### src/design/efbf_pkg.sv
// Shared types and constants for the escaped frame byte FIFO.
`timescale 1ns / 1ps
package efbf_pkg;

   localparam logic [1:0] OP_PUSH   = 2'd0;
   localparam logic [1:0] OP_INJECT = 2'd1;
   localparam logic [1:0] OP_POP    = 2'd2;
   localparam logic [1:0] OP_NONE   = 2'd3;

   localparam logic [1:0] ST_OK      = 2'd0;
   localparam logic [1:0] ST_EMPTY   = 2'd1;
   localparam logic [1:0] ST_INVALID = 2'd2;

   localparam logic [7:0] DELIM = 8'h7E;
   localparam logic [7:0] ESC   = 8'h7D;
   localparam logic [7:0] FLIP  = 8'h20;

   localparam int unsigned MAX_FRAME_BYTES = 4;

   typedef enum logic [1:0] {
      CMD_PUSH,
      CMD_INJECT,
      CMD_POP,
      CMD_NOP
   } cmd_kind_type;

   typedef struct packed {
      cmd_kind_type    kind;
      logic [2:0]      len;
      logic [3:0][7:0] enc;
   } cmd_type;

   typedef struct packed {
      logic       accepted;
      logic [7:0] read_byte;
      logic [1:0] status;
      logic [9:0] frame_level;
      logic [10:0] byte_level;
   } res_type;

   typedef enum logic [2:0] {
      BK_IDLE,
      BK_WRITE,
      BK_READ,
      BK_TAKE,
      BK_PEEK_READ,
      BK_PEEK,
      BK_REPLY
   } back_state_type;

endpackage

### src/design/efbf_front.sv
// Front end: accepts request beats, encodes them and queues them for the back end.
`timescale 1ns / 1ps
module efbf_front
   import efbf_pkg::*;
(
   input  logic       clock,
   input  logic       reset,
   input  logic       push,
   output logic       full,
   input  logic [1:0] req_operation,
   input  logic [7:0] req_data_byte,
   output logic       cmd_valid,
   output cmd_type    cmd,
   input  logic       cmd_take
);

   cmd_type    entries_ff [2];
   logic       head_ff, head_in;
   logic [1:0] count_ff, count_in;
   logic       tail;
   logic       enq;
   logic       deq;
   cmd_type    new_cmd;

   always_comb begin
      new_cmd.kind = CMD_NOP;
      new_cmd.len  = 3'd0;
      new_cmd.enc  = '0;
      case (req_operation)
         OP_PUSH: begin
            new_cmd.kind   = CMD_PUSH;
            new_cmd.enc[0] = DELIM;
            if (req_data_byte == DELIM || req_data_byte == ESC) begin
               new_cmd.len    = 3'd4;
               new_cmd.enc[1] = ESC;
               new_cmd.enc[2] = req_data_byte ^ FLIP;
               new_cmd.enc[3] = DELIM;
            end else begin
               new_cmd.len    = 3'd3;
               new_cmd.enc[1] = req_data_byte;
               new_cmd.enc[2] = DELIM;
            end
         end
         OP_INJECT: begin
            new_cmd.kind   = CMD_INJECT;
            new_cmd.len    = 3'd1;
            new_cmd.enc[0] = req_data_byte;
         end
         OP_POP: new_cmd.kind = CMD_POP;
         default: new_cmd.kind = CMD_NOP;
      endcase
   end

   assign full      = (count_ff == 2'd2);
   assign cmd_valid = (count_ff != 2'd0);
   assign cmd       = entries_ff[head_ff];
   assign enq       = push && !full;
   assign deq       = cmd_take && cmd_valid;
   assign tail      = head_ff ^ count_ff[0];

   always_comb begin
      count_in = count_ff + 2'(enq) - 2'(deq);
      head_in  = deq ? !head_ff : head_ff;
   end

   always_ff @(posedge clock) begin
      if (reset) begin
         count_ff <= 2'd0;
         head_ff  <= 1'b0;
      end else begin
         count_ff <= count_in;
         head_ff  <= head_in;
      end
   end

   always_ff @(posedge clock) begin
      if (enq) begin
         entries_ff[tail] <= new_cmd;
      end
   end

endmodule

### config.mk
export PLATFORM = sky130hd
export DESIGN_NAME = efbf_front
export DESIGN_NICKNAME = d
export VERILOG_FILES = /design/src/design/efbf_pkg.sv /design/src/design/efbf_front.sv
export SDC_FILE = /design/constraint.sdc
export NUM_CORES = 1
export LEC_CHECK = 0
export ABC_CLOCK_PERIOD_IN_PS = 2360
export BUFFER_PORTS_ARGS = -buffer_cell sky130_fd_sc_hd__buf_4
export CELL_PAD_IN_SITES_DETAIL_PLACEMENT = 0
export CELL_PAD_IN_SITES_GLOBAL_PLACEMENT = 2
export CORE_AREA = 4 4 68 133
export CTS_BUF_LIST = sky130_fd_sc_hd__clkbuf_8 sky130_fd_sc_hd__clkbuf_16
export DETAILED_ROUTE_END_ITERATION = 10
export DIE_AREA = 0 0 72 137
export PLACE_DENSITY_LB_ADDON = 0.1
export SKIP_LAST_GASP = 1
export SLEW_MARGIN = 15
export SYNTH_ARGS = -nofsm -noshare
export SYNTH_HDL_FRONTEND = slang
export SYNTH_SLANG_ARGS = --single-unit
export TNS_END_PERCENT = 50
### constraint.sdc
create_clock -name clock -period 2.36 [get_ports clock]
set_input_delay 0.118 -clock clock [delete_from_list [all_inputs] [get_ports clock]]
set_output_delay 0.118 -clock clock [all_outputs]
set_load 0.005 [all_outputs]
; Word level (Yosys, flattened, before mapping)
; Memory sizes are Yosys's and may differ from the RTL's. A register that Yosys moved wholly into a read port is not among the register bits.
; Index checks and enable logic that the tools add are counted.
; Widths: inputs -> output; s select.
[totals]
regBits = 3
inputBits = 14
n_memories = 1
word_cells = 30
mem_bits_rw = 74
[mem_list]
columns = name, words, word_bits, read_ports, rd_clocked_by_memory_dff, wr, line
row1 = entries_ff, 2, 37, 1, 1, 1, efbf_front.sv:17  ; cmd_type entries_ff [2];
[classes]
add_sub_neg = 2
bitwise = 2
reduce_logical = 7
n_mux = 11
eq_ne = 5
[op_table]
columns = operator, n
row1 = $mux 24, 1
row2 = $eq 8x7->1 const B, 2
row3 = $mux 16, 1
row4 = $pmux 8 s2, 1
row5 = $mux 7, 1
row6 = $pmux 2 s3, 1
row7 = $pmux 3 s2, 1
row8 = $eq 2x2->1 const B, 2
row9 = $mux 1, 4
row10 = $mux 3, 1
row11 = $add 2x1->2, 1
row12 = $eq 2x1->1 const B, 1
row13 = $logic_and 1x1->1, 2
row14 = $logic_not 1->1, 2
row15 = $logic_not 2->1, 1
row16 = $reduce_bool 2->1, 1
row17 = $sub 2x1->2, 1
row18 = $logic_or 1x1->1, 1
row19 = $not 1->1, 1
row20 = $xor 1x1->1, 1

; Depth between registers and ports, before layout
; Gate-level depths: netlist of the first run.
[logic_depth]
word_depth = 5
ltp_mapped = 8

; Worst setup path after synthesis of the first run
; No wires, ideal clock.
[synth_timing]
kind = reg2reg
start = reg head_ff
end = mem entries_ff[0][0] (netlist bit), enable pin
t_arrival_ns = 1.933
required_ns = 1.939
path_buffers = 0
period_less_slack_ns = 2.354
path_stages_with_launch = 4
setup_slack_ns = 0.006
setup_ns = 0.421
cell_sequence = dfxtp_1 > nor3_1 > a21oi_1 > nor2b_1
[synth_between]
elab_chain_len = 1
[synth_rtl]
columns = element, line
row1 = from (decl), efbf_front.sv:18  ; logic head_ff, head_in;
row2 = from (signal assigned), efbf_front.sv:72  ; head_ff <= head_in;
row3 = $xor 1x1->1, efbf_front.sv:59  ; assign tail = head_ff ^ count_ff[0];
row4 = to (decl), efbf_front.sv:17
; No other way between the ends.

==> results of run 1 <==
-- layout make-up --
cell class	instances	area, µm²	area share
multi-input cells	86	689	0.200
clock inverters	7	80.1	0.0232
repair buffers	54	420	0.122
clock buffers	9	225	0.0652
inverters	10	37.5	0.0109
flip-flops and latches	64	1880	0.545
well taps	96	120	0.0348
-- metal layers --
layer  part of all wire  routed length [µm]
met4              0.018                  95
met5                  0                   0
met2               0.58                3030
met3              0.051                 268
met1               0.35                1830
-- logic make-up (layout without fill, tap and decap cells) --
group,Yosys count,after routing
AO/OA/AOI/OAI,12,12
XOR/XNOR,3,3
adder cells (fa/ha/maj),2,2
buffers and inverters,26,80
flip-flops,64,64
multiplexers,31,31
other,1,4
AND/OR/NAND/NOR,34,34
-- worst max-delay path by stage --
stage	from	endpoint	slack, ps	depth (start not counted)
global placement	count_ff[0]	entries_ff[1][9]	790	4
floorplan	head_ff	entries_ff[0][0]	6	3
global route	register	cmd[26]	350	3
CTS	register	cmd[28]	420	3
finish	register	cmd[28]	490	3
detailed placement	count_ff[0]	count_ff[1]	620	8
-- power by group --
group	internal (mW)	total, mW	leakage (nW)	switching (mW)
clock network	0.905	1.33	0.161	0.423
registers	1.61	1.72	0.607	0.110
logic	0.633	1.20	0.572	0.563
total	3.15	4.25	1.34	1.10
-- synth_stat cells, drive strengths merged (2+ instances only) --
| library cell | number |
|---|---|
| edfxtp | 60 |
| nor2 | 7 |
| ha | 2 |
| dfxtp | 4 |
| nor2b | 3 |
| a21oi | 8 |
| xnor2 | 2 |
| and2 | 5 |
| buf | 13 |
| nor3 | 10 |
| mux2 | 30 |
| inv | 10 |
| nand2 | 2 |
| clkbuf | 3 |
-- metrics by stage --
step	area, µm²	hold WS [ps]	utilization	power (mW)
after floorplan	2700	190	-	2.35
final	3450	132	0.435	4.25
after CTS	3450	118	0.435	4.35
after global placement	3140	309	0.395	2.93
after detailed placement	3140	313	0.395	2.99
after global routing	3450	134	0.435	4.52
-- registers in the layout, indices dropped and copies added (netlist names), named ones only --
signal and count:
count_ff 2, entries_ff 60, head_ff 1
-- critical path: stages (launching register included) --
cell	delay, ps
dfxtp_1	600
buf_12	240
mux2_1	410
buf_4	170
==> out/qor.yml, run 1 <==
synthesis:
  synthCells: 173
  yosys.area_share.simple: 0.0750
  synthAdderAreaFrac: 0.00931
  yosysTopAreaCell: "edfxtp_1"
  synth_area_leaders: "edfxtp_1 67%, mux2_1 13%, dfxtp_1 3.0%"
  synth-compound-area-share: 0.0265
  ys.flop_type: "edfxtp_1"
  synth-xor-area-share: 0.00978
  synth_top_family_by_area: "multiplexers"
  syn_area_um2: 2690
  ys_types: 32
  yosys_warnings: 0
  muxShareOfSynthArea: 0.129
  synth-edff-count: 60
  ys_seq_area_frac: 0.700
  avgSynthCellArea_um2: 15.5
  ys_ff_latch: 64
  async_reset_ff_frac: 0
  synth_top_area_frac: 0.670
cts:
  cts_tree: "built"
  root_buffer: "clkbuf_16"
  postCtsSetupBuffers: 0
  clk_latency_ps: 320
  clk_pin_slew_ps: 50
  cts_buffers: 9
  clock-sinks: 64
  cts_buffer_depth: 2
  cts_max_level: 3
  cts_resized: 0
  hold_buffers: 1
floorplan:
  die_area_um2: 9860
  initial_utilization: 0.338
  rows: 46
  io_pins: 53
  chipWidth_um: 72
  core_area_um2: 7940
  chipHeight_um: 137
setup_path:
  crit_path_end_kind: "output pin"
  reg2reg_slack_ps: 650
  worstReg2RegEnd: "count_ff[1]"
  critical_path_required_ps: 2240
  r2r-start: "count_ff[0]"
  r2r_cells: 8
  setup.worst_path.class: "reg2out"
  cp-start-kind: "register"
  worstPathArrival_ps: 1750
  crit_fanout: 22
global_routing:
  grt_pass1_vias: 1727
  grtUsageMet1: 0.117
  grt_pass1_wl_um: 8560
  grt_use_total: 0.119
  gr-total-overflow: 0
  grt_max_degree: 31
  use_met2: 0.215
  grt-busiest-layer: "met2"
  antenna_found_initial: 0
  met3_usage: 0.0390
sta:
  max_freq_mhz: 535
  final.min_clock_period_ps: 1870
  setup_viol: 0
  fin_crit_sh: 0.792
  fin_tns_setup_ps: 0
  hold_viol_final: 0
  finClkSkew_ps: 7.95
  slew_violations: 0
  fin_ws_ps: 490
  rsz0062_at_grt: "no"
power:
  p_leak_nw: 1.34
  ir_worst_vdd_v: 0.000677
  power.density_nw_per_um2: 1230
layout:
  final_common_cell: "edfxtp_1"
  area_delta_synth_final_pct: 28.5
  fin_cells: 326
  final_net_count: 241
  final_layout_size_suffix_gt1_frac: 0.313
  most-common-layout-cells: "60 x edfxtp_1, 52 x buf_4, 30 x mux2_1"
  antennaDiodeCount: 0
  fillers: 747
route:
  drc: 0
  dr_total_vias: 1520
  routed_via_density: 4.66
  dr.first_iter.drc_count: 75
  ant_nets: 0
  wl_um: 5220
  post_drt_wl_per_cell_um: 16.0
  firstDrtPassIters: 4
place:
  pre_cts_ws_ps: 619
  gp_congestion: 0.715
  port_buffers: 50
  placed_cells: 309
  hpwl_um: 3490
worst_hold_path:
  whs_path_depth: 2
  hold_start: "req_data_byte[1]"
  hold_end: "entries_ff[1][16]"
  hold_class: "in2reg"
run:
  cap_violations: 0
outcome:
  outcome: "complete, no violations"
Power figures use the tool's default switching activity.
==> run 2: changes to the inputs <==
--- a/config.mk
+++ b/config.mk
@@ -5,14 +5,14 @@
 export SDC_FILE = /design/constraint.sdc
 export NUM_CORES = 1
 export LEC_CHECK = 0
-export ABC_CLOCK_PERIOD_IN_PS = 2360
+export ABC_CLOCK_PERIOD_IN_PS = 1800
 export BUFFER_PORTS_ARGS = -buffer_cell sky130_fd_sc_hd__buf_4
 export CELL_PAD_IN_SITES_DETAIL_PLACEMENT = 0
 export CELL_PAD_IN_SITES_GLOBAL_PLACEMENT = 2
-export CORE_AREA = 4 4 68 133
+export CORE_AREA = 4 4 65 126
 export CTS_BUF_LIST = sky130_fd_sc_hd__clkbuf_8 sky130_fd_sc_hd__clkbuf_16
 export DETAILED_ROUTE_END_ITERATION = 10
-export DIE_AREA = 0 0 72 137
+export DIE_AREA = 0 0 69 130
 export PLACE_DENSITY_LB_ADDON = 0.1
 export SKIP_LAST_GASP = 1
 export SLEW_MARGIN = 15
==> constraint.sdc (replaced) <==
create_clock -name clock -period 1.8 [get_ports clock]
set_input_delay 0.09 -clock clock [delete_from_list [all_inputs] [get_ports clock]]
set_output_delay 0.09 -clock clock [all_outputs]
set_load 0.005 [all_outputs]
==> run 2 against run 1 <==
Net effect: via count is 0.33% lower; sequential share of layout area is 0.88 points lower; die area is 9.1% lower; sequential power is 30% higher; final cell count is 0.92% lower; highest routed layer unchanged.
==> out/qor.yml, run 2 (same netlist as run 1, synthesis figures left out) <==
outcome:
  outcome: "complete, no violations"
setup_path:
  cp-start-kind: "register"
  crit_path_end_kind: "register"
  critical_path_required_ps: 2030  # -210 ps
  setup.worst_path.class: "reg2reg"
  worstPathArrival_ps: 1880  # +130 ps
  crit_fanout: 6  # -73%
  reg2reg_slack_ps: 140  # -510 ps
place:
  port_buffers: 50  # unchanged
  pre_cts_ws_ps: 78.1  # -540 ps
  place_area_um2: 3170  # +0.88%
  gp_congestion: 0.791  # +11%
  hpwl_um: 3360  # -3.7%
sta:
  max_freq_mhz: 604
  rsz0062_at_grt: "no"
  fin_hold_ws_ps: 114  # -18.3 ps
  fin_crit_sh: 0.919
  slew_violations: 0  # unchanged
  finClkSkew_ps: 3.91  # -4.04 ps
  final.min_clock_period_ps: 1660
  fin_ws_ps: 145  # -345 ps
  hold_viol_final: 0  # unchanged
  setup_viol: 0  # unchanged
power:
  sw_frac_of_total: 0.251  # -0.00685
  p_sw_mw: 1.46  # +33%
  ir_worst_vdd_v: 0.00116  # +72%
  p_leak_nw: 1.36  # +1.4%
  seqPwrFrac: 0.384  # -0.022
  comb_power_share: 0.286  # +0.004
  clockPowerShare: 0.331  # +0.018
  power.density_nw_per_um2: 1650  # +34%
  intPower_mw: 4.34  # +38%
route:
  ant_nets: 0  # unchanged
  wl_um: 5010  # -4.1%
  drc: 0  # unchanged
  dr_total_vias: 1515  # -0.33%
  dr.first_iter.drc_count: 53  # -29%
  routed_via_density: 4.69  # +0.60%
  post_drt_wl_per_cell_um: 15.5  # -3.2%
  firstDrtPassIters: 4  # unchanged
floorplan:
  core_area_um2: 7270  # -8.5%
  die_area_um2: 8970  # -9.1%
  rows: 44  # -4.3%
  initial_utilization: 0.370  # +0.0315
  chipHeight_um: 130  # -5.1%
  io_pins: 53  # unchanged
  chipWidth_um: 69  # -4.2%
cts:
  cts_tree: "built"
  cts_buffer_depth: 2  # unchanged
  root_buffer: "clkbuf_16"
  cts_buffers: 9  # unchanged
  clock-sinks: 64  # unchanged
  clk_latency_ps: 320  # about the same
  cts_max_level: 3  # unchanged
  clk_pin_slew_ps: 50  # about the same
layout:
  antennaDiodeCount: 0  # unchanged
  final_common_cell: "edfxtp_1"
  final_layout_size_suffix_gt1_frac: 0.338  # +0.0246
  fillers: 683  # -8.6%
  finish.instance_area_um2: 3520  # +1.8%
  most-common-layout-cells: "60 x edfxtp_1, 51 x buf_4, 30 x mux2_1"
  top_regs: "entries_ff x60, count_ff x2, head_ff x1"
  area_delta_synth_final_pct: 30.8
  regArea_um2: 1880  # +0.13%
  top_register: "entries_ff"
  largest_reg_flops: 60  # unchanged
  final_net_count: 242  # +0.41%
  multi_input_area_um2: 689  # unchanged
global_routing:
  antenna_found_initial: 0  # unchanged
  grt_pass1_vias: 1608  # -6.9%
  grt_use_total: 0.119  # +0.000733
  grt_max_degree: 31  # unchanged
  grt_pass1_wl_um: 7980  # -6.8%
  gr-total-overflow: 0  # unchanged
run:
  cap_violations: 0  # unchanged
worst_hold_path:
  hold_class: "in2reg"
run 2: changes by cell type in the layout (fill, tap and decap cells not counted), sizes merged:
cell / change
inv: -2
buf: +1
bufinv: +1
clkinvlp: +1
run 2: worst paths after layout:
path                                       start                 to  cells past startpoint
worst max-delay path                 count_ff[1]        count_ff[1]                      8
worst min-delay path            req_data_byte[1]  entries_ff[0][16]                      2
worst max register to register       count_ff[1]        count_ff[1]                      8
worst min register to register       count_ff[1]        count_ff[1]                      2
run 2: metal layers:
metal | track usage | share of wire | vias up
met3 | 0.0378 | 0.049 | 10
met1 | 0.115 | 0.36 | 739
met5 | 0 | 0 | -
met4 | 0.0736 | 0.026 | 0
li1 | - | - | 726
met2 | 0.218 | 0.56 | 40
run 2: layout make-up:
cell class,instances,area share
clock buffers,9,0.0641
flip-flops and latches,64,0.536
well taps,92,0.0327
multi-input cells,86,0.196
inverters,10,0.0107
clock inverters,7,0.0317
repair buffers,55,0.129
run 2: stage by stage:
step	TNS, ps	utilization	std cells	power (mW)
floorplan	-1570	-	176	3.08
global placement	0	0.436	306	3.91
detailed placement	0	0.436	306	3.98
CTS	0	0.483	323	5.92
global route	0	0.484	323	6.14
finish	0	0.484	323	5.80
run 2: repair_timing:
item,CTS,global route
hold buffers,1,0
setup buffers,0,0
resized for setup,0,2
hold endpoints to repair,4,0
endpoints found under the setup margin,0,1
run 2: power groups by stage:
stage,registers [mW],clock network (mW),logic [mW]
2_1_floorplan,2.22,0,0.856
3_3_place_gp,2.23,0,1.68
3_5_place_dp,2.26,0,1.72
4_1_cts,2.23,1.97,1.73
5_1_grt,2.27,2.05,1.83
6_report,2.23,1.92,1.66
run 2: critical path, stage by stage, from the launching register on:
cell	delay [ps]
dfxtp_2	340
nor2b_1	140
nand2b_1	140
ha_1	270
inv_1	40
ha_1	170
xor2_1	160
and2_1	160
nor3_1	140
